===== src/rtl/core/counting_semaphore_table_assert.svh =====
// assertion macros for the semaphore table
`ifndef COUNTING_SEMAPHORE_TABLE_ASSERT_SVH
`define COUNTING_SEMAPHORE_TABLE_ASSERT_SVH

`ifndef SYNTHESIS
// checked outside reset
`define CST_ASSERT(lbl, prop, msg) \
  lbl: assert property (@(posedge clk) disable iff (!rst_n) prop) else $error(msg);
// checked during reset as well
`define CST_ASSERT_RST(lbl, prop, msg) \
  lbl: assert property (@(posedge clk) prop) else $error(msg);
`else
`define CST_ASSERT(lbl, prop, msg)
`define CST_ASSERT_RST(lbl, prop, msg)
`endif

`endif


===== src/rtl/core/cst_pkg.sv =====
package cst_pkg;

  // count is a 16-bit two's complement value
  localparam int COUNT_W = 16;
  localparam logic signed [COUNT_W-1:0] COUNT_MAX = 16'sd32767;

  // stream payload widths
  localparam int IN_DATA_W  = 40;
  localparam int OUT_DATA_W = 32;

  typedef enum logic [1:0] {
    FN_CREATE = 2'd0,
    FN_DOWN   = 2'd1,
    FN_UP     = 2'd2,
    FN_CLOSE  = 2'd3
  } func_t;

  typedef enum logic [1:0] {
    ST_OK       = 2'd0,
    ST_INVALID  = 2'd1,
    ST_NO_ROOM  = 2'd2,
    ST_OVERFLOW = 2'd3
  } status_t;

  // decisions of the update unit for one found slot
  typedef struct packed {
    status_t status;
    logic    must_sleep;
    logic    wake;
    logic    wr_slot;
    logic    wr_wait;
    logic    clear_valid;
  } alu_flags_t;

endpackage


===== src/rtl/core/cst_ram.sv =====
module cst_ram #(
  parameter int WIDTH = 8,
  parameter int DEPTH = 16,
  localparam int AW = (DEPTH > 1) ? $clog2(DEPTH) : 1
) (
  input  logic             clk,
  input  logic             we,
  input  logic [AW-1:0]    waddr,
  input  logic [WIDTH-1:0] wdata,
  input  logic [AW-1:0]    raddr,
  output logic [WIDTH-1:0] rdata
);

  logic [WIDTH-1:0] mem [DEPTH];

  // one write port, one registered read port
  always_ff @(posedge clk) begin
    if (we) begin
      mem[waddr] <= wdata;
    end
    rdata <= mem[raddr];
  end

endmodule


===== src/rtl/core/cst_alu.sv =====
module cst_alu #(
  parameter int SEM_SLOTS   = 16,
  parameter int QUEUE_DEPTH = 16,
  localparam int SB  = (SEM_SLOTS > 1) ? $clog2(SEM_SLOTS) : 1,
  localparam int QB  = (QUEUE_DEPTH > 1) ? $clog2(QUEUE_DEPTH) : 1,
  localparam int WAB = (SEM_SLOTS * QUEUE_DEPTH > 1) ? $clog2(SEM_SLOTS * QUEUE_DEPTH) : 1
) (
  input  cst_pkg::func_t                    func,
  input  logic signed [cst_pkg::COUNT_W-1:0] count,
  input  logic [QB-1:0]                     head,
  input  logic [SB-1:0]                     slot,
  output logic signed [cst_pkg::COUNT_W-1:0] cnt_nxt,
  output logic [QB-1:0]                     head_nxt,
  output logic [WAB-1:0]                    wq_addr,
  output cst_pkg::alu_flags_t               flags
);

  import cst_pkg::*;

  logic signed [COUNT_W-1:0] neg_count;
  logic [COUNT_W-1:0]        waiters;
  logic [QB:0]               tail_sum;
  logic [QB-1:0]             tail_pos;
  logic [QB-1:0]             sel_pos;

  // waiters is minus the count when the count is negative
  assign neg_count = -count;
  assign waiters   = (count < 0) ? neg_count : '0;

  // tail position wraps around the queue with one compare and subtract
  assign tail_sum = {1'b0, head} + (QB+1)'(waiters);
  assign tail_pos = (tail_sum >= (QB+1)'(QUEUE_DEPTH)) ?
                    QB'(tail_sum - (QB+1)'(QUEUE_DEPTH)) : QB'(tail_sum);

  // down writes at the tail, up reads at the head
  assign sel_pos = (func == FN_DOWN) ? tail_pos : head;
  assign wq_addr = WAB'(slot) * WAB'(QUEUE_DEPTH) + WAB'(sel_pos);

  // count update and decisions per operation
  always_comb begin
    cnt_nxt  = count;
    head_nxt = head;
    flags    = '{status: ST_OK, default: 1'b0};
    unique case (func)
      FN_DOWN: begin
        if (count <= 0) begin
          if (waiters >= COUNT_W'(QUEUE_DEPTH)) begin
            flags.status = ST_NO_ROOM;
          end else begin
            cnt_nxt          = count - 16'sd1;
            flags.wr_slot    = 1'b1;
            flags.wr_wait    = 1'b1;
            flags.must_sleep = 1'b1;
          end
        end else begin
          cnt_nxt       = count - 16'sd1;
          flags.wr_slot = 1'b1;
        end
      end
      FN_UP: begin
        if (count >= COUNT_MAX) begin
          flags.status = ST_OVERFLOW;
        end else begin
          cnt_nxt       = count + 16'sd1;
          flags.wr_slot = 1'b1;
          if (count < 0) begin
            flags.wake = 1'b1;
            head_nxt   = (head == QB'(QUEUE_DEPTH - 1)) ? '0 : head + 1'b1;
          end
        end
      end
      FN_CLOSE: begin
        if (count < 0) begin
          flags.status = ST_INVALID;
        end else begin
          flags.clear_valid = 1'b1;
        end
      end
      FN_CREATE: begin
        flags.status = ST_OK;
      end
      default: begin
        flags.status = ST_OK;
      end
    endcase
  end

endmodule


===== src/rtl/core/counting_semaphore_table.sv =====
// create: the free-slot scan over the valid bits, one slot a cycle, then the update step
// when a slot is free, and the response step
// down, up and close: the id scan through the slot ram read port, one slot a cycle, then
// the update step on a match, a queue read when up reads the wait queue, then the response
// flow: the next transfer in comes after the last result is registered, even while it waits
// reset: synchronous active low, clears valid bits and id counter at once, no clear pass
`include "counting_semaphore_table_assert.svh"

module counting_semaphore_table #(
  parameter int SEM_SLOTS   = 16,
  parameter int QUEUE_DEPTH = 16,
  parameter int TASK_BITS   = 8,
  parameter int ID_BITS     = 16
) (
  input  logic                             clk,
  input  logic                             rst_n,
  input  logic                             in_tvalid,
  output logic                             in_tready,
  // sem_id[15:0], init_value[30:16], task_id[38:31], zero[39]
  input  logic [cst_pkg::IN_DATA_W-1:0]    in_tdata,
  // func[1:0]
  input  logic [1:0]                       in_tuser,
  output logic                             out_tvalid,
  input  logic                             out_tready,
  // status[1:0], new_id[17:2], must_sleep[18], woken_valid[19], woken_task[27:20], zero[31:28]
  output logic [cst_pkg::OUT_DATA_W-1:0]   out_tdata
);

  import cst_pkg::*;

  localparam int SB     = (SEM_SLOTS > 1) ? $clog2(SEM_SLOTS) : 1;
  localparam int QB     = (QUEUE_DEPTH > 1) ? $clog2(QUEUE_DEPTH) : 1;
  localparam int WAB    = (SEM_SLOTS * QUEUE_DEPTH > 1) ? $clog2(SEM_SLOTS * QUEUE_DEPTH) : 1;
  localparam int SLOT_W = ID_BITS + COUNT_W + QB;
  localparam int CMPW   = (ID_BITS > 16) ? ID_BITS : 16;

  typedef enum logic [2:0] {
    S_IDLE,
    S_SCAN,
    S_EXEC,
    S_WAKE,
    S_RESP
  } state_t;

  state_t                    state_r;
  logic [SEM_SLOTS-1:0]      valid_r;
  logic [ID_BITS-1:0]        next_ident_r;
  logic                      out_valid_r;
  logic [OUT_DATA_W-1:0]     out_data_r;

  func_t                     func_r;
  logic [15:0]               sem_r;
  logic [14:0]               init_r;
  logic [7:0]                task_r;

  logic [SB:0]               idx_r;
  logic                      chk_vld_r;
  logic [SB-1:0]             chk_idx_r;
  logic [SB-1:0]             slot_r;
  logic [ID_BITS-1:0]        ident_r;
  logic signed [COUNT_W-1:0] cnt_r;
  logic [QB-1:0]             head_r;

  status_t                   res_status_r;
  logic [15:0]               res_new_id_r;
  logic                      res_sleep_r;
  logic                      res_wake_r;
  logic [7:0]                res_task_r;

  logic                      slot_we;
  logic [SLOT_W-1:0]         slot_wdata;
  logic [SLOT_W-1:0]         slot_rdata;
  logic [ID_BITS-1:0]        rd_ident;
  logic signed [COUNT_W-1:0] rd_count;
  logic [QB-1:0]             rd_head;

  logic                      wq_we;
  logic [TASK_BITS-1:0]      wq_rdata;

  logic signed [COUNT_W-1:0] alu_cnt;
  logic [QB-1:0]             alu_head;
  logic [WAB-1:0]            alu_addr;
  alu_flags_t                alu_flags;

  logic                      issue_ok;
  logic                      match;
  logic                      last_chk;
  logic                      free_slot;
  logic                      last_free;
  logic                      out_free;
  logic                      resp_fire;

  // handshake
  assign in_tready  = (state_r == S_IDLE);
  assign out_tvalid = out_valid_r;
  assign out_tdata  = out_data_r;
  assign out_free   = !out_valid_r || out_tready;
  assign resp_fire  = (state_r == S_RESP) && out_free;

  // slot ram word fields
  assign rd_ident = slot_rdata[SLOT_W-1 -: ID_BITS];
  assign rd_count = slot_rdata[QB +: COUNT_W];
  assign rd_head  = slot_rdata[QB-1:0];

  // id scan: one read issued per cycle, compared in the cycle after
  assign issue_ok = (idx_r < (SB+1)'(SEM_SLOTS));
  assign match    = chk_vld_r && valid_r[chk_idx_r] &&
                    (CMPW'(rd_ident) == CMPW'(sem_r));
  assign last_chk = (chk_idx_r == SB'(SEM_SLOTS - 1));

  // free slot scan over the valid bits
  assign free_slot = !valid_r[idx_r[SB-1:0]];
  assign last_free = (idx_r[SB-1:0] == SB'(SEM_SLOTS - 1));

  // slot ram write: full word on create, count and head otherwise
  assign slot_we    = (state_r == S_EXEC) && ((func_r == FN_CREATE) || alu_flags.wr_slot);
  assign slot_wdata = (func_r == FN_CREATE) ?
                      {next_ident_r, COUNT_W'(init_r), {QB{1'b0}}} :
                      {ident_r, alu_cnt, alu_head};

  assign wq_we = (state_r == S_EXEC) && alu_flags.wr_wait;

  cst_ram #(
    .WIDTH (SLOT_W),
    .DEPTH (SEM_SLOTS)
  ) u_slot_ram (
    .clk   (clk),
    .we    (slot_we),
    .waddr (slot_r),
    .wdata (slot_wdata),
    .raddr (idx_r[SB-1:0]),
    .rdata (slot_rdata)
  );

  cst_ram #(
    .WIDTH (TASK_BITS),
    .DEPTH (SEM_SLOTS * QUEUE_DEPTH)
  ) u_wait_ram (
    .clk   (clk),
    .we    (wq_we),
    .waddr (alu_addr),
    .wdata (TASK_BITS'(task_r)),
    .raddr (alu_addr),
    .rdata (wq_rdata)
  );

  cst_alu #(
    .SEM_SLOTS   (SEM_SLOTS),
    .QUEUE_DEPTH (QUEUE_DEPTH)
  ) u_alu (
    .func     (func_r),
    .count    (cnt_r),
    .head     (head_r),
    .slot     (slot_r),
    .cnt_nxt  (alu_cnt),
    .head_nxt (alu_head),
    .wq_addr  (alu_addr),
    .flags    (alu_flags)
  );

  // sequencer and registered result
  always_ff @(posedge clk) begin
    if (!rst_n) begin
      state_r      <= S_IDLE;
      valid_r      <= '0;
      next_ident_r <= '0;
      out_valid_r  <= 1'b0;
      chk_vld_r    <= 1'b0;
    end else begin
      // result register: load on the response step, drop after its transfer out
      if (resp_fire) begin
        out_valid_r <= 1'b1;
      end else if (out_tready) begin
        out_valid_r <= 1'b0;
      end
      unique case (state_r)
        S_IDLE: begin
          if (in_tvalid) begin
            func_r       <= func_t'(in_tuser);
            sem_r        <= in_tdata[15:0];
            init_r       <= in_tdata[30:16];
            task_r       <= in_tdata[38:31];
            idx_r        <= '0;
            chk_vld_r    <= 1'b0;
            res_status_r <= ST_OK;
            res_new_id_r <= '0;
            res_sleep_r  <= 1'b0;
            res_wake_r   <= 1'b0;
            res_task_r   <= '0;
            state_r      <= S_SCAN;
          end
        end
        S_SCAN: begin
          if (func_r == FN_CREATE) begin
            if (free_slot) begin
              slot_r  <= idx_r[SB-1:0];
              state_r <= S_EXEC;
            end else if (last_free) begin
              res_status_r <= ST_NO_ROOM;
              state_r      <= S_RESP;
            end else begin
              idx_r <= idx_r + 1'b1;
            end
          end else begin
            chk_vld_r <= issue_ok;
            chk_idx_r <= idx_r[SB-1:0];
            if (issue_ok) begin
              idx_r <= idx_r + 1'b1;
            end
            if (match) begin
              slot_r  <= chk_idx_r;
              ident_r <= rd_ident;
              cnt_r   <= rd_count;
              head_r  <= rd_head;
              state_r <= S_EXEC;
            end else if (chk_vld_r && last_chk) begin
              res_status_r <= ST_INVALID;
              state_r      <= S_RESP;
            end
          end
        end
        S_EXEC: begin
          if (func_r == FN_CREATE) begin
            valid_r[slot_r] <= 1'b1;
            res_new_id_r    <= 16'(next_ident_r);
            next_ident_r    <= next_ident_r + 1'b1;
            state_r         <= S_RESP;
          end else begin
            res_status_r <= alu_flags.status;
            res_sleep_r  <= alu_flags.must_sleep;
            res_wake_r   <= alu_flags.wake;
            if (alu_flags.clear_valid) begin
              valid_r[slot_r] <= 1'b0;
            end
            state_r <= alu_flags.wake ? S_WAKE : S_RESP;
          end
        end
        S_WAKE: begin
          res_task_r <= 8'(wq_rdata);
          state_r    <= S_RESP;
        end
        S_RESP: begin
          if (out_free) begin
            out_data_r  <= {4'b0000, res_task_r, res_wake_r, res_sleep_r,
                            res_new_id_r, res_status_r};
            state_r     <= S_IDLE;
          end
        end
        default: begin
          state_r <= S_IDLE;
        end
      endcase
    end
  end

  // checks
  `CST_ASSERT(a_accept_scan, (in_tvalid && in_tready) |=> (state_r == S_SCAN),
              "transfer in did not start a scan")
  `CST_ASSERT(a_wake_after_exec, (state_r == S_WAKE) |-> ($past(state_r) == S_EXEC),
              "queue read without update step")
  `CST_ASSERT(a_sleep_xor_wake, out_valid_r |-> !(out_data_r[18] && out_data_r[19]),
              "result both sleeps and wakes")
  `CST_ASSERT(a_overflow_no_wake,
              (out_valid_r && (out_data_r[1:0] == ST_OVERFLOW)) |-> !out_data_r[19],
              "overflow released a task")
  `CST_ASSERT(a_wq_write_down, wq_we |-> (func_r == FN_DOWN),
              "wait queue written by other than down")
  `CST_ASSERT_RST(a_reset_idle, !rst_n |=> (!out_tvalid && in_tready),
                  "reset left block busy")

endmodule


===== config.mk =====
export PLATFORM = sky130hd
export DESIGN_NAME = counting_semaphore_table
export DESIGN_NICKNAME = d
export VERILOG_FILES = /design/src/rtl/core/cst_pkg.sv /design/src/rtl/core/cst_ram.sv /design/src/rtl/core/cst_alu.sv /design/src/rtl/core/counting_semaphore_table.sv
export VERILOG_INCLUDE_DIRS = /design/src /design/src/rtl/core
export SDC_FILE = /design/constraint.sdc
export NUM_CORES = 2
export LEC_CHECK = 0
export BUFFER_PORTS_ARGS = -buffer_cell sky130_fd_sc_hd__buf_2
export CAP_MARGIN = 0
export CELL_PAD_IN_SITES_DETAIL_PLACEMENT = 1
export CELL_PAD_IN_SITES_GLOBAL_PLACEMENT = 1
export CORE_MARGIN = 4
export CORE_UTILIZATION = 60
export DETAILED_ROUTE_END_ITERATION = 16
export HOLD_SLACK_MARGIN = 0.03
export PLACE_DENSITY_LB_ADDON = 0.1
export SETUP_SLACK_MARGIN = 0.2
export SLEW_MARGIN = 10
export SYNTH_ARGS = -nofsm -noshare
export SYNTH_HDL_FRONTEND = slang
export SYNTH_HIERARCHICAL = 1
export SYNTH_SLANG_ARGS = --single-unit

===== constraint.sdc =====
create_clock -name clk -period 13.49 [get_ports clk]
set_clock_uncertainty 0.2 [all_clocks]
set_input_delay 1.349 -clock clk [delete_from_list [all_inputs] [get_ports clk]]
set_output_delay 1.349 -clock clk [all_outputs]
set_load 0.005 [all_outputs]

== Yosys cells after proc, flatten, opt, wreduce, memory -nomap -nowiden ==
Memories as Yosys holds them, arrays and structs flattened. A register that Yosys moved wholly into a read port is not among the register bits.
Cells that the tools add are included.
Cells by class
  equal/unequal tests: 25
  $lt $le $gt $ge: 10
  add/sub/neg operators: 9
  bitwise logic cells: 4
  mux-type cells: 82
  reductions and logical operators: 33
Operator list (count)
  two-way mux 16 bit: 8
  one-hot mux 16 bit (2 select lines): 2
  two-way mux 36 bit: 1
  two-way mux 4 bit: 9
  two-way mux 3 bit: 10
  two-way mux 5 bit: 5
  two-way mux 1 bit: 23
  two-way mux 2 bit: 11
  AND reduction 4 bit: 5
  != test 3 bit, second input constant: 6
  adder 16 x 1 -> 16 bit, second input constant: 1
  adder 16 x 2 -> 16 bit, second input constant: 1
  AND 16 bit: 1
  equality test 16 bit: 1
  greater-or-equal comparator 16 bit, second input constant: 1
  greater-or-equal comparator 16 x 5 -> 1 bit, second input constant: 1
  less-or-equal comparator 16 x 1 -> 1 bit, second input constant: 1
  less-than comparator 16 x 1 -> 1 bit, second input constant: 1
  negation 16 bit: 1
  NOT 16 bit: 1
  bitwise OR 16 bit: 1
  one-hot mux 8 bit (2 select lines): 1
  subtractor 16 x 2 -> 16 bit, second input constant: 1
  less-than comparator 4 x 5 -> 1 bit, second input constant: 3
  36 further kinds: 67
Word-level totals
  register bits after elaboration: 183
  output and inout bits: 34
  memories: 2
  RAM bits: 2624
  word-level logic and storage cells: 186
Memories
  u_wait_ram.mem: words 256, bits a word 8, rd ports 1, clocked after memory_dff 1, write ports 1, line cst_ram.sv:14  | logic [WIDTH-1:0] mem [DEPTH];
  u_slot_ram.mem: words 16, bits a word 36, rd ports 1, clocked after memory_dff 1, write ports 1, line cst_ram.sv:14

== Logic depth before layout (Yosys ltp) ==
  word-level depth: 10
  gate-level depth with buffers: 18

== Cells and area by module ==
The synthesis kept the hierarchy.
Modules (own cells, without submodules)
  cst_ram (u_wait_ram): cells each 3733, area an instance 79556.3 um^2, seq. area each 61659.1 um^2, instances 1
  cst_ram (u_slot_ram): cells each 938, area an instance 22318.9 um^2, seq. area each 18017.3 um^2, instances 1
  counting_semaphore_table: cells each 525, area an instance 7519.7 um^2, seq. area each 5124.9 um^2, instances 1
  cst_alu: cells each 271, area an instance 1716.6 um^2, seq. area each 0.0 um^2, instances 1

== Least setup slack after synthesis ==
OpenSTA, ideal clock, no wires.
  path type: register to register
  start: reg cnt_r[7]
  end: mem u_slot_ram/mem[0][0] in the netlist's numbering (enable)
  setup time: 0.474 ns
  buffers on the path: 2
  cell stages (with the launch flop): 13
  arrival time: 5.660 ns
  setup slack: 7.156 ns
  cells stage by stage: edfxtp_1 -> buf_6 -> or4_4 -> or4_1 -> and3_4 -> a2111oi_4 -> a31o_2 -> buf_2 -> a22oi_1 -> nor2_1 -> o21a_1 -> or3b_2 -> nor3_1
RTL lines
  from (decl): line counting_semaphore_table.sv:61  | logic signed [COUNT_W-1:0] cnt_r;
  from (signal assigned): line counting_semaphore_table.sv:213  | cnt_r <= rd_count;
  to (decl): line cst_ram.sv:14

== Worst setup path after layout ==
  start: reg cnt_r[15]
  end: reg u_wait_ram.rdata[2] (read register of u_wait_ram.mem)
On the way
  longest elaborated chain between the ends: 7
RTL lines
  less-than comparator 16 x 1 -> 1 bit *: line cst_alu.sv:28  | assign waiters = (count < 0) ? neg_count : '0;
  two-way mux 16 bit *: line cst_alu.sv:28
  adder 4 x 5 -> 5 bit *: line cst_alu.sv:31  | assign tail_sum = {1'b0, head} + (QB+1)'(waiters);
  subtractor 4 x 1 -> 4 bit / greater-or-equal comparator 5 bit (equally long branches): line cst_alu.sv:33, cst_alu.sv:32
  two-way mux 4 bit *: line cst_alu.sv:32  | assign tail_pos = (tail_sum >= (QB+1)'(QUEUE_DEPTH)) ?
  two-way mux 4 bit *: line cst_alu.sv:36  | assign sel_pos = (func == FN_DOWN) ? tail_pos : head;
  adder 8 x 4 -> 8 bit *: line cst_alu.sv:37  | assign wq_addr = WAB'(slot) * WAB'(QUEUE_DEPTH) + WAB'(sel_pos);
  net alu_addr[0]: line counting_semaphore_table.sv:82  | logic [WAB-1:0] alu_addr;
  to (decl): line cst_ram.sv:11  | output logic [WIDTH-1:0] rdata
The timed path passes the listed nets; every way through them passes the cells marked *.
A chain may end at the register's enable or synchronous reset.

==> metrics.txt <==
Post-CTS Hold Fix Bufs=0; cell count of the worst reg-to-reg path=13; Slowest Stage Delay on Critical Path=0.96 ns; number of flops mapped to enable cells by yosys=2770; class of the most critical hold timing path=register to register; leakage power=38.47 nW; top-level port count=80; First-pass DRT Iterations=6; finished layout cell area=123100 um^2; Crit Path Class=register to register; arrival time reported for the critical path endpoint=7.22 ns; crit path from=cnt_r[15]; register clock-pin slew on the reported worst setup and hold paths=0.06 ns; origin of the critical flop-to-flop path=cnt_r[15]; Resize count post-CTS=0; Total Die Area=192100 um^2; final antenna-violating net count=0; measured slew at the worst slew-check pin=1.289 ns; global-route usage over all layers=0.3124; Crit. path cell count=13; count of fill cells added during filler insertion=14440; Clock Root Buffer=sky130_fd_sc_hd__clkbuf_16; synthesized netlist cell count=5467; number of hold-slack violations in the final timing report=0; total standard cell area after synthesis=111100 um^2; Overflow after GRT=0; Crit Path Max Fanout=47; half-perimeter wire length of the detailed placement result=171400 um; final worst-path setup slack=6.840 ns; initial core utilization=0.6050; H-tree depth reported by CTS=5; Max Root-Sink Buffers=4; setup slack on the worst flop-to-flop path=6.84 ns; maximum resistive drop on vdd=111.7 uV; result of the run=finished clean; unrepaired setup endpoints after global routing=no; required time at the worst-slack endpoint=14.06 ns; clock latency of the later-clocked register in the worst-skew pair=0.94 ns; terminus of the critical flop-to-flop path=u_wait_ram/rdata[2]; CP max-delay cell=sky130_fd_sc_hd__nor4_1; count of vias placed by the detailed router=57600; via density per instance=6.929; Worst Hold Launch=res_sleep_r; Horiz. Die Dim=438.3 um; cell family with the largest share of critical-path delay=buffers and inverters; fin util=0.6702; Synth async-reset ratio=0; leading cell types in the layout, fill and taps excluded=2770 x sky130_fd_sc_hd__edfxtp_1, 603 x sky130_fd_sc_hd__mux4_2, 330 x sky130_fd_sc_hd__nor2_1; number of I/O port buffers=74; layout-stage area growth over the synthesis result=10.79%; sum of negative setup slack=0 ns; fraction of final layout cells with drive strength greater than 1=0.2240; maximum clock frequency=0.1504 GHz; CTS tree=yes; Post-CTS Repair Setup Buffers=0; worst hold path depth=0; worst path cell trace=inv_1 > nor2_1 > ha_1 > mux2_8 > buf_4 > buf_4 > buf_4 > mux2i_1 > o221ai_1 > o211ai_1 > a21oi_1 > nor4_1 > nor4_2; most instantiated flip-flop cell in the synthesis netlist=sky130_fd_sc_hd__edfxtp_1; worst path buffer plus inverter count=4; clock period minus final worst setup slack=6.650 ns; post-synthesis sequential element count=2851; Critical Path Start Type=register; most frequent standard cell in the layout excluding fill and tap cells=sky130_fd_sc_hd__edfxtp_1; Post-Layout Cell Count=8313; worst hold path endpoint=out_tdata[18]; overall die height=438.3 um; endpoints failing setup=0; number of antenna violations at the first check in global routing=11; number of max-slew violations in the final report=0; headroom to the max-slew limit=0.1408; post-layout net count=5700; vias in the first global route=60070; area of the core region=183700 um^2; FP Rows=157; post-synthesis sequential area ratio=0.7632; Mean Syn Cell Area=20.32 um^2; CTS Buf Count=297; RePlAce Congestion=0.8554; violation count after the first detailed-routing iteration=7655; instance area after placement=114000 um^2; power density over the cells=148.8 nW/um^2; wire length of the first global-routing pass=431200 um; post-placement setup slack=6.708 ns; Pwr Total=18.32 mW; average detailed-routed wire length per instance=35.69 um; # DRC=0; Post-Route Hold Slack=0.2032 ns; share of the clock period used by the worst path=0.4929; placed cell count=7805; most numerous cell on the critical path=sky130_fd_sc_hd__buf_4; number of distinct library cells after synthesis=88; maximum number of pins on one net before global-route repair=190; total routed wirelength=296700 um; clock net sink count=2851; kind of end point of the critical path=register; max cap viols=0; warning count from the yosys run=6
## cell type report
| type | instances | area (um^2) | share of cell area |
|---|---|---|---|
| timing repair buffer | 209 | 1529 | 0.01242 |
| sequential | 2851 | 84800 | 0.6889 |
| clock buffer | 381 | 7996 | 0.06496 |
| clock inverter | 124 | 1115 | 0.009057 |
| antenna | 2 | 5.005 | 0.00004066 |
| tap | 2464 | 3083 | 0.02505 |
| multi-input combinational | 2260 | 24480 | 0.1989 |
| inverter | 22 | 82.58 | 0.0006709 |
## report_power, final
part	internal (mW)	switching, mW	leakage (nW)
registers	9.76	0.0366	25.6
clock network	4.57	3.28	4.47
logic	0.232	0.450	8.37
## sequential cells by signal, summed over array words and instances (netlist names), 5 cells and up, named ones only
| register | flops |
|---|---|
| sem_r | 16 |
| cnt_r | 16 |
| u_wait_ram/mem | 2048 |
| idx_r | 5 |
| u_slot_ram/mem | 576 |
| res_task_r | 8 |
| u_wait_ram/rdata | 8 |
| res_new_id_r | 16 |
| task_r | 8 |
| ident_r | 16 |
| next_ident_r | 16 |
| init_r | 15 |
| out_tdata | 28 |
| u_slot_ram/rdata | 36 |
## cells in the mapped netlist (9+ instances only)
| library cell | count | share of area |
|---|---|---|
| sky130_fd_sc_hd__a22oi_1 | 207 | 0.014 |
| sky130_fd_sc_hd__clkbuf_1 | 167 | 0.0056 |
| sky130_fd_sc_hd__nand2b_1 | 16 | 0.00090 |
| sky130_fd_sc_hd__o22ai_1 | 35 | 0.0020 |
| sky130_fd_sc_hd__buf_12 | 9 | 0.0016 |
| sky130_fd_sc_hd__xnor2_1 | 13 | 0.0010 |
| sky130_fd_sc_hd__o211ai_1 | 15 | 0.0010 |
| sky130_fd_sc_hd__a211oi_1 | 16 | 0.0011 |
| sky130_fd_sc_hd__a221oi_1 | 17 | 0.0013 |
| sky130_fd_sc_hd__o221ai_1 | 51 | 0.0040 |
| sky130_fd_sc_hd__buf_1 | 26 | 0.00088 |
| sky130_fd_sc_hd__nand2_1 | 126 | 0.0043 |
| sky130_fd_sc_hd__buf_8 | 13 | 0.0018 |
| sky130_fd_sc_hd__mux2i_1 | 147 | 0.013 |
| sky130_fd_sc_hd__o21ai_0 | 42 | 0.0019 |
| sky130_fd_sc_hd__nor2b_1 | 37 | 0.0021 |
| sky130_fd_sc_hd__buf_6 | 32 | 0.0032 |
| sky130_fd_sc_hd__a21o_1 | 9 | 0.00061 |
| sky130_fd_sc_hd__buf_4 | 37 | 0.0025 |
| sky130_fd_sc_hd__nor3_1 | 47 | 0.0021 |
| sky130_fd_sc_hd__and2_1 | 40 | 0.0023 |
| sky130_fd_sc_hd__nor4_1 | 33 | 0.0019 |
| sky130_fd_sc_hd__mux2_2 | 37 | 0.0037 |
| sky130_fd_sc_hd__nor2_1 | 349 | 0.012 |
| sky130_fd_sc_hd__ha_1 | 12 | 0.0014 |
| sky130_fd_sc_hd__or3_1 | 18 | 0.0010 |
| sky130_fd_sc_hd__edfxtp_1 | 2770 | 0.75 |
| sky130_fd_sc_hd__buf_2 | 51 | 0.0023 |
| sky130_fd_sc_hd__inv_1 | 21 | 0.00071 |
| sky130_fd_sc_hd__nand3_1 | 68 | 0.0031 |
| sky130_fd_sc_hd__dfxtp_1 | 81 | 0.015 |
| sky130_fd_sc_hd__xor2_1 | 24 | 0.0019 |
| sky130_fd_sc_hd__a21oi_1 | 128 | 0.0058 |
| sky130_fd_sc_hd__nand4_1 | 25 | 0.0014 |
| sky130_fd_sc_hd__a22o_1 | 9 | 0.00071 |
| sky130_fd_sc_hd__mux4_2 | 603 | 0.12 |
## layer usage
layer	track usage	wire (um)
met1	0.4422	112700
met2	0.4962	144700
met3	0.06050	27940
met4	0.1106	11290
met5	0	18
## kinds of logic (layout without fill, tap and decap cells)
kind of cell,count (synthesis),count (layout),share of synthesized area
adder cells (fa/ha/maj),13,13,0.001531
AO/OA/AOI/OAI,592,592,0.03777
flip-flops,2851,2851,0.7632
AND/OR/NAND/NOR,823,823,0.03545
XOR/XNOR,37,37,0.002917
buffers and inverters,359,736,0.01893
other,1,6,0.00003375
multiplexers,791,791,0.1402
## how the worst max path moves through the flow
stage | end
finish | u_wait_ram/rdata[2]
global route | u_wait_ram/rdata[2]
CTS | u_wait_ram/rdata[2]
detailed placement | u_wait_ram/rdata[2]
global placement | u_wait_ram/rdata[2]
floorplan | u_slot_ram/mem[0][0]
(Power assumes the default switching activity.)
